`config.mk`:
```
export PLATFORM = sky130hd
export DESIGN_NAME = spq_scan
export DESIGN_NICKNAME = d
export VERILOG_FILES = /design/src/rtl/spq_pkg.sv /design/src/rtl/spq_scan.sv
export SDC_FILE = /design/constraint.sdc
export NUM_CORES = 1
export LEC_CHECK = 0
export BUFFER_PORTS_ARGS = -buffer_cell sky130_fd_sc_hd__buf_4
export CORE_MARGIN = 5
export CORE_UTILIZATION = 48
export CTS_CLUSTER_DIAMETER = 50
export DETAILED_ROUTE_END_ITERATION = 10
export GPL_ROUTABILITY_DRIVEN = 0
export PLACE_DENSITY = 0.8
export SLEW_MARGIN = 40
export SYNTH_ARGS = -nofsm -noshare
export SYNTH_HDL_FRONTEND = slang
export SYNTH_SLANG_ARGS = --single-unit
```
`constraint.sdc`:
```
create_clock -name clk -period 5.05 [get_ports clk]
set_input_delay 0.2525 -clock clk [delete_from_list [all_inputs] [get_ports clk]]
set_output_delay 0.2525 -clock clk [all_outputs]
set_load 0.01 [all_outputs]
```
`src/rtl/spq_pkg.sv`:
```
// ============================================================================
// spq_pkg: shared types and constants for the stable priority queue
// Field widths, command and status codes, slot layout, sequencer states.
// ============================================================================
package spq_pkg;

    localparam int CMD_W    = 3;
    localparam int ID_W     = 16;
    localparam int PRIO_W   = 16;
    localparam int STAMP_W  = 32;
    localparam int STATUS_W = 2;
    localparam int OCC_W    = 7;

    // command codes
    localparam logic [CMD_W-1:0] CMD_INSERT  = 3'd0;
    localparam logic [CMD_W-1:0] CMD_POP     = 3'd1;
    localparam logic [CMD_W-1:0] CMD_PEEK    = 3'd2;
    localparam logic [CMD_W-1:0] CMD_UPGRADE = 3'd3;
    localparam logic [CMD_W-1:0] CMD_CLEAR   = 3'd4;

    // status codes
    localparam logic [STATUS_W-1:0] STAT_OK       = 2'd0;
    localparam logic [STATUS_W-1:0] STAT_EMPTY    = 2'd1;
    localparam logic [STATUS_W-1:0] STAT_NOTFOUND = 2'd2;
    localparam logic [STATUS_W-1:0] STAT_FULL     = 2'd3;

    typedef struct packed {
        logic               valid;
        logic [ID_W-1:0]    id;
        logic [PRIO_W-1:0]  prio;
        logic [STAMP_W-1:0] stamp;
        logic [STAMP_W-1:0] order;
    } slot_t;

    typedef enum logic [1:0] {
        SCAN_FREE,
        SCAN_MIN,
        SCAN_MATCH
    } scan_mode_t;

    typedef struct packed {
        logic       clr;
        logic       in_valid;
        scan_mode_t mode;
    } scan_ctl_t;

    typedef enum logic [2:0] {
        S_INIT,
        S_IDLE,
        S_SCAN,
        S_LAST,
        S_CLEAR,
        S_APPLY
    } state_t;

endpackage

```
`src/rtl/spq_scan.sv`:
```
// ============================================================================
// spq_scan: shared compare unit
// Takes one slot per cycle in index order and keeps the best one for the mode:
// first free slot, most urgent entry, or earliest-inserted id match.
// ============================================================================
module spq_scan #(
    parameter int IW = 6
) (
    input  logic                         clk,
    input  logic                         rst_n,
    input  spq_pkg::scan_ctl_t           ctl,
    input  logic [IW-1:0]                in_idx,
    input  spq_pkg::slot_t               in_slot,
    input  logic [spq_pkg::ID_W-1:0]     key_id,
    output logic                         found,
    output logic [IW-1:0]                best_idx,
    output spq_pkg::slot_t               best_slot
);
    import spq_pkg::*;

    logic          found_reg;
    logic          found_next;
    logic [IW-1:0] best_idx_reg;
    slot_t         best_slot_reg;
    logic          cand;
    logic          better;
    logic          take;

    always_comb
    begin
        cand   = 1'b0;
        better = 1'b0;
        case (ctl.mode)
            SCAN_FREE:
            begin
                cand   = !in_slot.valid;
                better = !found_reg;
            end
            SCAN_MIN:
            begin
                cand   = in_slot.valid;
                better = !found_reg
                      || (in_slot.prio < best_slot_reg.prio)
                      || ((in_slot.prio == best_slot_reg.prio)
                          && (in_slot.stamp < best_slot_reg.stamp));
            end
            SCAN_MATCH:
            begin
                cand   = in_slot.valid && (in_slot.id == key_id);
                better = !found_reg || (in_slot.order < best_slot_reg.order);
            end
            default:
            begin
                cand   = 1'b0;
                better = 1'b0;
            end
        endcase
    end

    // strict compares: on a full tie the lower index, seen first, stays
    assign take = ctl.in_valid && cand && better;

    always_comb
    begin
        found_next = found_reg;
        if (ctl.clr)
        begin
            found_next = 1'b0;
        end
        else if (take)
        begin
            found_next = 1'b1;
        end
    end

    always_ff @(posedge clk or negedge rst_n)
    begin
        if (!rst_n)
        begin
            found_reg <= 1'b0;
        end
        else
        begin
            found_reg <= found_next;
        end
    end

    always_ff @(posedge clk)
    begin
        if (take && !ctl.clr)
        begin
            best_idx_reg  <= in_idx;
            best_slot_reg <= in_slot;
        end
    end

    assign found     = found_reg;
    assign best_idx  = best_idx_reg;
    assign best_slot = best_slot_reg;

endmodule

```
# After elaboration in Yosys (flattened, before gate mapping)
# Index checks and enable logic that the tools add are counted.
dict set report word_totals {
  reg_bits 104
  elab_cells 31
}
dict set report classes {
  reduce_logical 13
  magnitude_cmp 3
  n_mux 4
  n_eq_ne 4
}
# operator n
set ops {}
lappend ops {{< comparator 32 bit} 2}
lappend ops {{== test 16 bit} 2}
lappend ops {{< comparator 16 bit} 1}
lappend ops {{case mux 1 bit (3 select lines)} 2}
lappend ops {{logical AND 1 bit} 5}
lappend ops {{logical NOT 1 bit} 3}
lappend ops {{logical OR 1 bit} 3}
lappend ops {{== test 2 x 1 -> 1 bit (second input constant)} 1}
lappend ops {{== test 2 bit (second input constant)} 1}
lappend ops {{logical NOT 2 bit} 1}
lappend ops {{two-way mux 1 bit} 2}
lappend ops {{nonzero test 2 bit} 1}

# Logic depth before layout (Yosys ltp)
# Gate-level depths: netlist of the first run.
dict set report depth {
  depth_word 7
  ltp_mapped 9
  mapped_depth_nobuf 9
}

# Worst setup path after synthesis of the first run
# No wires, ideal clock.
dict set report synth_timing {
  kind {reg2reg}
  startpoint {reg best_slot_reg (netlist bit best_slot[29])}
  endpoint {reg best_idx_reg[0], in the netlist best_idx[0] (enable)}
  setup_time_ps 482
  path_buffers 0
  path_stages_with_launch 9
  period_less_slack_ps 4567
  arrival_ps 4085
  slack_ps 483
  cell_sequence {edfxtp_1 inv_1 ha_1 a21oi_1 o21ai_1 nor4b_1 a21boi_0 a311o_1 o31a_1}
}
dict set report synth_between {
  elab_chain_cells 5
}
# item line_no
set synth_lines {}
lappend synth_lines {{start, declared} spq_scan.sv:24} ;# slot_t best_slot_reg;
lappend synth_lines {{start signal, assigned} spq_scan.sv:93} ;# best_slot_reg <= in_slot;
lappend synth_lines {{< comparator 32 bit} spq_scan.sv:50} ;# better = !found_reg || (in_slot.order < best_slot_reg.order);
lappend synth_lines {{logical OR 1 bit} spq_scan.sv:50}
lappend synth_lines {{case mux 1 bit (3 select lines)} spq_scan.sv:33} ;# case (ctl.mode)
lappend synth_lines {{logical AND 1 bit} spq_scan.sv:61} ;# assign take = ctl.in_valid && cand && better;
lappend synth_lines {{logical AND 1 bit} spq_scan.sv:90} ;# if (take && !ctl.clr)
lappend synth_lines {{end signal, assigned} spq_scan.sv:92} ;# best_idx_reg <= in_idx;
lappend synth_lines {{end, declared} spq_scan.sv:23} ;# logic [IW-1:0] best_idx_reg;
# No other way between the ends.
# A chain may end at the register's enable or synchronous reset.

# Worst setup path after layout of the first run
dict set report layout_timing {
  startpoint {reg best_slot_reg (netlist bit best_slot[29])}
  endpoint {reg best_slot_reg (netlist bit best_slot[24]) (enable)}
}
dict set report layout_between {
  elab_chain_cells 5
}
# item line_no
set layout_lines {}
lappend layout_lines {{< comparator 32 bit} spq_scan.sv:50}
lappend layout_lines {{logical OR 1 bit} spq_scan.sv:50}
lappend layout_lines {{case mux 1 bit (3 select lines)} spq_scan.sv:33}
lappend layout_lines {{logical AND 1 bit} spq_scan.sv:61}
lappend layout_lines {{logical AND 1 bit} spq_scan.sv:90}
# No other way between the ends.

==> results of run 1 <==
-- metal layers --
metal | global-route usage | share of wire
met1 | 0.246 | 0.39
met2 | 0.350 | 0.50
met3 | 0.0532 | 0.084
met4 | 0.0814 | 0.023
met5 | 0 | 0
-- cell type report --
type / count / share of cell area
clock inverter: 7 / 0.0104
clock buffer: 9 / 0.0166
sequential: 104 / 0.418
timing repair buffer: 230 / 0.234
tap: 140 / 0.0235
inverter: 79 / 0.0398
multi-input combinational: 228 / 0.257
-- cells in the mapped netlist (all sizes together) (2+ instances only) --
cell type / number
edfxtp: 103
inv: 79
ha: 78
a21oi: 32
nand2: 21
o21ai: 15
xnor2: 13
nand4: 11
nor2: 8
a21o: 7
and4: 4
xor2: 4
a31oi: 3
nand2b: 3
nand3: 3
nor4b: 3
o21a: 3
a22oi: 2
nor4: 2
-- worst max-delay path, stage by stage, from the launching register on --
cell	delay [ns]
edfxtp_1	0.42
inv_1	0.08
ha_1	0.24
a21oi_1	0.17
o21ai_1	0.09
nor4b_1	0.36
a21boi_0	0.30
a311o_1	0.18
o31a_4	0.49
buf_12	0.40
-- worst min-delay path by stage --
| stage | startpoint | end | slack (ns) | cells past startpoint |
|---|---|---|---|---|
| 2_1_floorplan | rst_n | found | -0.04 | 0 |
| 3_3_place_gp | rst_n | found | 0.03 | 1 |
| 3_5_place_dp | rst_n | found | 0.03 | 1 |
| 4_1_cts | in_idx[1] | best_idx[1] | 0.03 | 1 |
| 5_1_grt | in_idx[1] | best_idx[1] | 0.02 | 1 |
| 6_report | in_idx[2] | best_idx[2] | 0.05 | 1 |
-- cells in the final DEF (no fill, tap or decap), drive strengths merged, types with 2 or more instances in the layout --
cell    count
buf       229
edfxtp    103
inv        82
ha         78
a21oi      32
nand2      21
o21ai      15
xnor2      13
nand4      11
clkbuf      9
nor2        8
a21o        7
and4        4
xor2        4
nand2b      3
a31oi       3
nand3       3
o21a        3
nor4b       3
a22oi       2
nor4        2
clkinv      2
-- kinds of logic (layout without fill, tap and decap cells) --
group           Yosys count  after routing  synth area share
flops                   104            104             0.586
compound gates           72             72            0.0813
buf+inv                  79            325            0.0557
fa+ha+maj                78             78             0.183
simple gates             61             61            0.0660
xor+xnor                 17             17            0.0280
-- what timing repair did --
| item | CTS | global route |
|---|---|---|
| setup endpoints to repair | 0 | 0 |
| hold buffers | 1 | 0 |
| hold endpoints to repair | 1 | 0 |
| setup buffers | 0 | 0 |
| gates resized for setup | 0 | 0 |
-- power by group through the flow --
stage	registers (mW)	clock network (mW)	logic, mW
global placement	0.997	0	0.234
global route	0.980	0.598	0.273
finish	0.978	0.540	0.244
CTS	0.978	0.555	0.247
detailed placement	0.998	0	0.245
floorplan	1.01	0	0.0905
-- metrics by stage --
step	instance area, um2	power [mW]	setup WS [ns]	hold WS, ns	util
after floorplan	5320	1.10	0.483	-0.0431	-
after CTS	7450	1.78	1.88	0.0297	0.687
after global routing	7450	1.85	1.72	0.0211	0.687
final	7450	1.76	1.95	0.0515	0.687
after detailed placement	7240	1.24	1.94	0.0287	0.668
after global placement	7230	1.23	1.68	0.0280	0.667
==> flow_metrics.tcl, run 1 <==
set metrics [dict create \
    rows 38 \
    syn-num-nets 614 \
    cap_violations 0 \
    crit_fanout 66 \
    clk_path_buf_depth 2 \
    grt_overflow 0 \
    outcome "completed" \
    cp_data_arrival_time_ns 3.14 \
    regArea_um2 3120 \
    grtUsageTotal 0.204 \
    synth_flop_cell "edfxtp_1" \
    cts_max_level 3 \
    r2r_slack_ns 1.95 \
    coreArea_um2 10800 \
    routed_wl_um 13600 \
    yosys_warnings 0 \
    drc 0 \
    ys_ff_latch 104 \
    worstSetupEndpoint "best_slot[24]" \
    p_switching_mw 0.425 \
    slew_headroom 0.646 \
    timing.final.crit_share 0.613 \
    synth_top_area_frac 0.581 \
    vias_per_cell 5.11 \
    switching_share 0.241 \
    setup_tns_ns 0 \
    synth_area_leaders "edfxtp_1, ha_1, inv_1, a21oi_1, xnor2_1" \
    grt_pass1_wl_um 21000 \
    criticalPathCategory "register to register" \
    die_w_um 115 \
    io_pins 229 \
    r2r_cells 9 \
    power.leakage_nw 3.50 \
    crit_start "best_slot[29]" \
    nFillCells 823 \
    vias 4075 \
    dr.pass1.iters 4 \
    clkTransAtPathRegs_ns 0.10 \
    synth_area_um2 5320 \
    seq_power_share 0.555 \
    fin_skew_ns 0.0127 \
    initial_core_util 0.491 \
    period_needed_ns 3.10 \
    cts_inserted_buffers 9 \
    hold_path_class "primary input to register" \
    grt_pass1_vias 4256 \
    fin_cells 797 \
    placed_cells 780 \
    rsz0062_at_grt "no" \
    multi_input_area_um2 1920 \
    worst_pin_slew_ns 0.530 \
    finalSetupViolations 0 \
    syn_avg_cell_area_um2 13.0 \
    startpoint_type "register" \
    synth_top_area_cell "edfxtp_1" \
    synth-edff-count 103 \
    netlist_instances 411 \
    area_growth_pct 40.0 \
    slew_viol_final 0 \
    wire_per_inst_um 17.0 \
    p_int_mw 1.34 \
    endpoint_kind "register" \
    fin_nets 855 \
    p_comb_frac 0.139 \
    cp_data_required_time_ns 5.09 \
    fp.dieH_um 115 \
    antenna_left 0 \
    drive_gt1_frac 0.377 \
    finalHoldViolations 0 \
    ir_drop_uv 148 \
    clockPowerShare 0.306 \
    seq_area_frac_synth 0.586 \
    dieArea_um2 13300 \
    cts_tree "yes" \
    async_flop_share 0.00962 \
    reg2reg_to "best_slot[24]" \
    power.density_nw_per_um2 237 \
    io_buffers 228 \
    ys_types 39 \
    clock_latency_ns 0.37 \
    antenna_found_initial 0 \
    diodes 0 \
    largest_reg_flops 97 \
    drt_iter0_markers 201 \
    dpl.hpwl_um 11200 \
    rr_startpoint "best_slot[29]" \
    grt_max_degree 67 \
    clkSinkCount 104 \
    cts-root-buf "clkbuf_8" \
    max_freq_mhz 323 \
]
(Power assumes the default switching activity.)
==> run 2: changes to the inputs <==
--- a/config.mk
+++ b/config.mk
@@ -5,13 +5,14 @@
 export SDC_FILE = /design/constraint.sdc
 export NUM_CORES = 1
 export LEC_CHECK = 0
+export ABC_AREA = 1
 export BUFFER_PORTS_ARGS = -buffer_cell sky130_fd_sc_hd__buf_4
 export CORE_MARGIN = 5
-export CORE_UTILIZATION = 48
+export CORE_UTILIZATION = 44
 export CTS_CLUSTER_DIAMETER = 50
 export DETAILED_ROUTE_END_ITERATION = 10
 export GPL_ROUTABILITY_DRIVEN = 0
-export PLACE_DENSITY = 0.8
+export PLACE_DENSITY = 0.76
 export SLEW_MARGIN = 40
 export SYNTH_ARGS = -nofsm -noshare
 export SYNTH_HDL_FRONTEND = slang
==> constraint.sdc (replaced) <==
create_clock -name clk -period 2.8 [get_ports clk]
set_input_delay 0.14 -clock clk [delete_from_list [all_inputs] [get_ports clk]]
set_output_delay 0.14 -clock clk [all_outputs]
set_load 0.01 [all_outputs]
==> run 2 against run 1 <==
Clock power rose by 130%. Die area grew 11%. Power is 100% higher. Critical path type is now primary input to register. Largest cell class unchanged. Highest routed layer unchanged.
==> flow_metrics.tcl, run 2 <==
set metrics [dict create \
    ir_drop_uv 257 \
    power.leakage_nw 4.23 \
    slew_viol_final 0 \
    grt_pass1_wl_um 25200 \
    startpoint_type "primary input" \
    cts_inserted_buffers 9 \
    p_comb_frac 0.163 \
    diodes 0 \
    synth_area_um2 5480 \
    io_buffers 228 \
    synth_top_area_frac 0.564 \
    max_freq_mhz 396 \
    antenna_left 0 \
    routed_wl_um 16100 \
    p_switching_mw 0.823 \
    netlist_instances 501 \
    antenna_found_initial 0 \
    p_int_mw 2.77 \
    cp_data_arrival_time_ns 2.55 \
    clock_latency_ns 0.35 \
    area_growth_pct 60.0 \
    rsz0062_at_grt "no" \
    vias_per_cell 4.71 \
    r2r_cells 15 \
    ys_ff_latch 104 \
    nFillCells 842 \
    grt_max_degree 58 \
    ys_types 24 \
    dieArea_um2 14800 \
    dpl.hpwl_um 11300 \
    cp_data_required_time_ns 2.82 \
    period_needed_ns 2.53 \
    synth_top_area_cell "edfxtp_1" \
    power.density_nw_per_um2 409 \
    switching_share 0.229 \
    crit_fanout 57 \
    seq_power_share 0.492 \
    async_flop_share 0.00962 \
    syn_avg_cell_area_um2 10.9 \
    cts-root-buf "clkbuf_16" \
    min_path_cells 4 \
    clkSinkCount 104 \
    wire_per_inst_um 15.8 \
    synth-edff-count 103 \
    fp.dieH_um 122 \
    endpoint_kind "register" \
    cts_max_level 3 \
    clk_path_buf_depth 2 \
    hold_path_class "primary input to register" \
    grt_pass1_vias 5156 \
    layout_common_cells "buf_4, inv_1, dlygate4sd3_1" \
    grt_overflow 0 \
    drt_iter0_markers 263 \
    drive_gt1_frac 0.299 \
    synth_most_common_cell "inv_1" \
    netlist_top_cells_count "inv_1, edfxtp_1, nand2_1" \
    utilization 0.724 \
    initial_core_util 0.453 \
    final_common_cell "buf_4" \
    rows 40 \
    die_w_um 122 \
    coreArea_um2 12100 \
    largest_reg_flops 97 \
    yosys_warnings 0 \
    syn-num-nets 704 \
    criticalPathCategory "primary input to register" \
    vias 4796 \
    grtUsageTotal 0.219 \
    dr.pass1.iters 4 \
    worst_pin_slew_ns 0.322 \
    timing.final.crit_share 0.903 \
    finalHoldViolations 0 \
    synth_flop_cell "edfxtp_1" \
    cap_violations 0 \
    cts_resized 0 \
    seq_area_frac_synth 0.569 \
    total_power_mw 3.59 \
    slew_headroom 0.783 \
    clkTransAtPathRegs_ns 0.07 \
    finalSetupViolations 0 \
    clockPowerShare 0.344 \
    outcome "completed" \
    synth_area_leaders "edfxtp_1, ha_1, inv_1, nand2_1, a21oi_1" \
    fin_skew_ns 0.00726 \
    fin_nets 1049 \
    drc 0 \
    io_pins 229 \
    cts_tree "yes" \
]
[run 2: cell count changes after synthesis, moves of 4 or more]
cell and delta:
nor2_1 +19, a21o_1 -7, nand2_1 +66, nand4_1 -6, inv_1 +29, nand3_1 +6
and4_1 -4, xnor2_1 -9, inv_2 +4, a21oi_1 +7
[run 2: worst paths after layout]
check	end	startpoint	slack (ns)
min	found	ctl[3]	0.07
max reg2reg	best_slot[36]	best_slot[74]	0.35
max	best_slot[36]	in_slot[73]	0.27
max in group asynchronous	found	rst_n	2.60
min reg2reg	found	found	0.53
min in group asynchronous	found	rst_n	0.12
[run 2: metal layers]
metal  vias up  global-route usage  part of all wire
met3        46              0.0682             0.091
met5         -                   0                 0
met1      2187               0.228              0.36
met2       200               0.398              0.52
li1       2363                   -                 -
met4         0               0.108             0.037
[run 2: cells by family (layout without fill, tap and decap cells)]
| kind of cell | Yosys count | after routing | synth area share |
|---|---|---|---|
| and+or+nand+nor | 137 | 137 | 0.105 |
| buffers and inverters | 114 | 463 | 0.0781 |
| DFF | 104 | 104 | 0.569 |
| adders and majority gates | 78 | 78 | 0.178 |
| AOI/OAI and AO/OA | 61 | 61 | 0.0593 |
| xor gates and xnor gates | 7 | 7 | 0.0112 |
[run 2: cell type report]
class	instances	area [um2]	share of cell area
sequential	104	3120	0.356
timing repair buffer	334	2790	0.318
multi-input combinational	283	1940	0.221
inverter	114	432	0.0492
clock buffer	10	229	0.0261
tap	168	210	0.0240
clock inverter	5	48.8	0.00557
[run 2: what timing repair did]
| action | CTS | global route |
|---|---|---|
| endpoints found under the hold margin | 104 | 0 |
| buffers inserted | 0 | 0 |
| hold buffers | 104 | 0 |
[run 2: worst max-delay path, stage by stage]
cell and delay (ns):
dlygate4sd3_1 0.56, buf_4 0.15, ha_1 0.28, nand2_1 0.05, nor2_1 0.08, nand4_1 0.16, nor2_1 0.13, nand4_1 0.08
nor2_1 0.12, nand2_1 0.10, nand2_1 0.07, nand2_1 0.04, nand2_1 0.07, nand2_2 0.07, clkinvlp_4 0.11, buf_12 0.28
[run 2: power by group through the flow]
stage	Combinational [mW]	Clock (mW)	Sequential [mW]
after global routing	0.648	1.34	1.77
after global placement	0.441	0	1.80
after CTS	0.579	1.26	1.77
final	0.586	1.24	1.77
after detailed placement	0.459	0	1.80
after floorplan	0.176	0	1.82
[run 2: metrics by stage]
step	hold slack, ns	setup TNS [ns]	instance area, um2	instances	setup WS (ns)
after floorplan	-0.156	-60.24	5490	501	-0.585
final	0.0725	0	8770	1018	0.272
after CTS	0.0600	0	8770	1018	0.247
after global routing	0.0832	0	8770	1018	0.0429
after global placement	-0.0827	0	7450	899	0.351
after detailed placement	-0.0834	0	7450	899	0.306
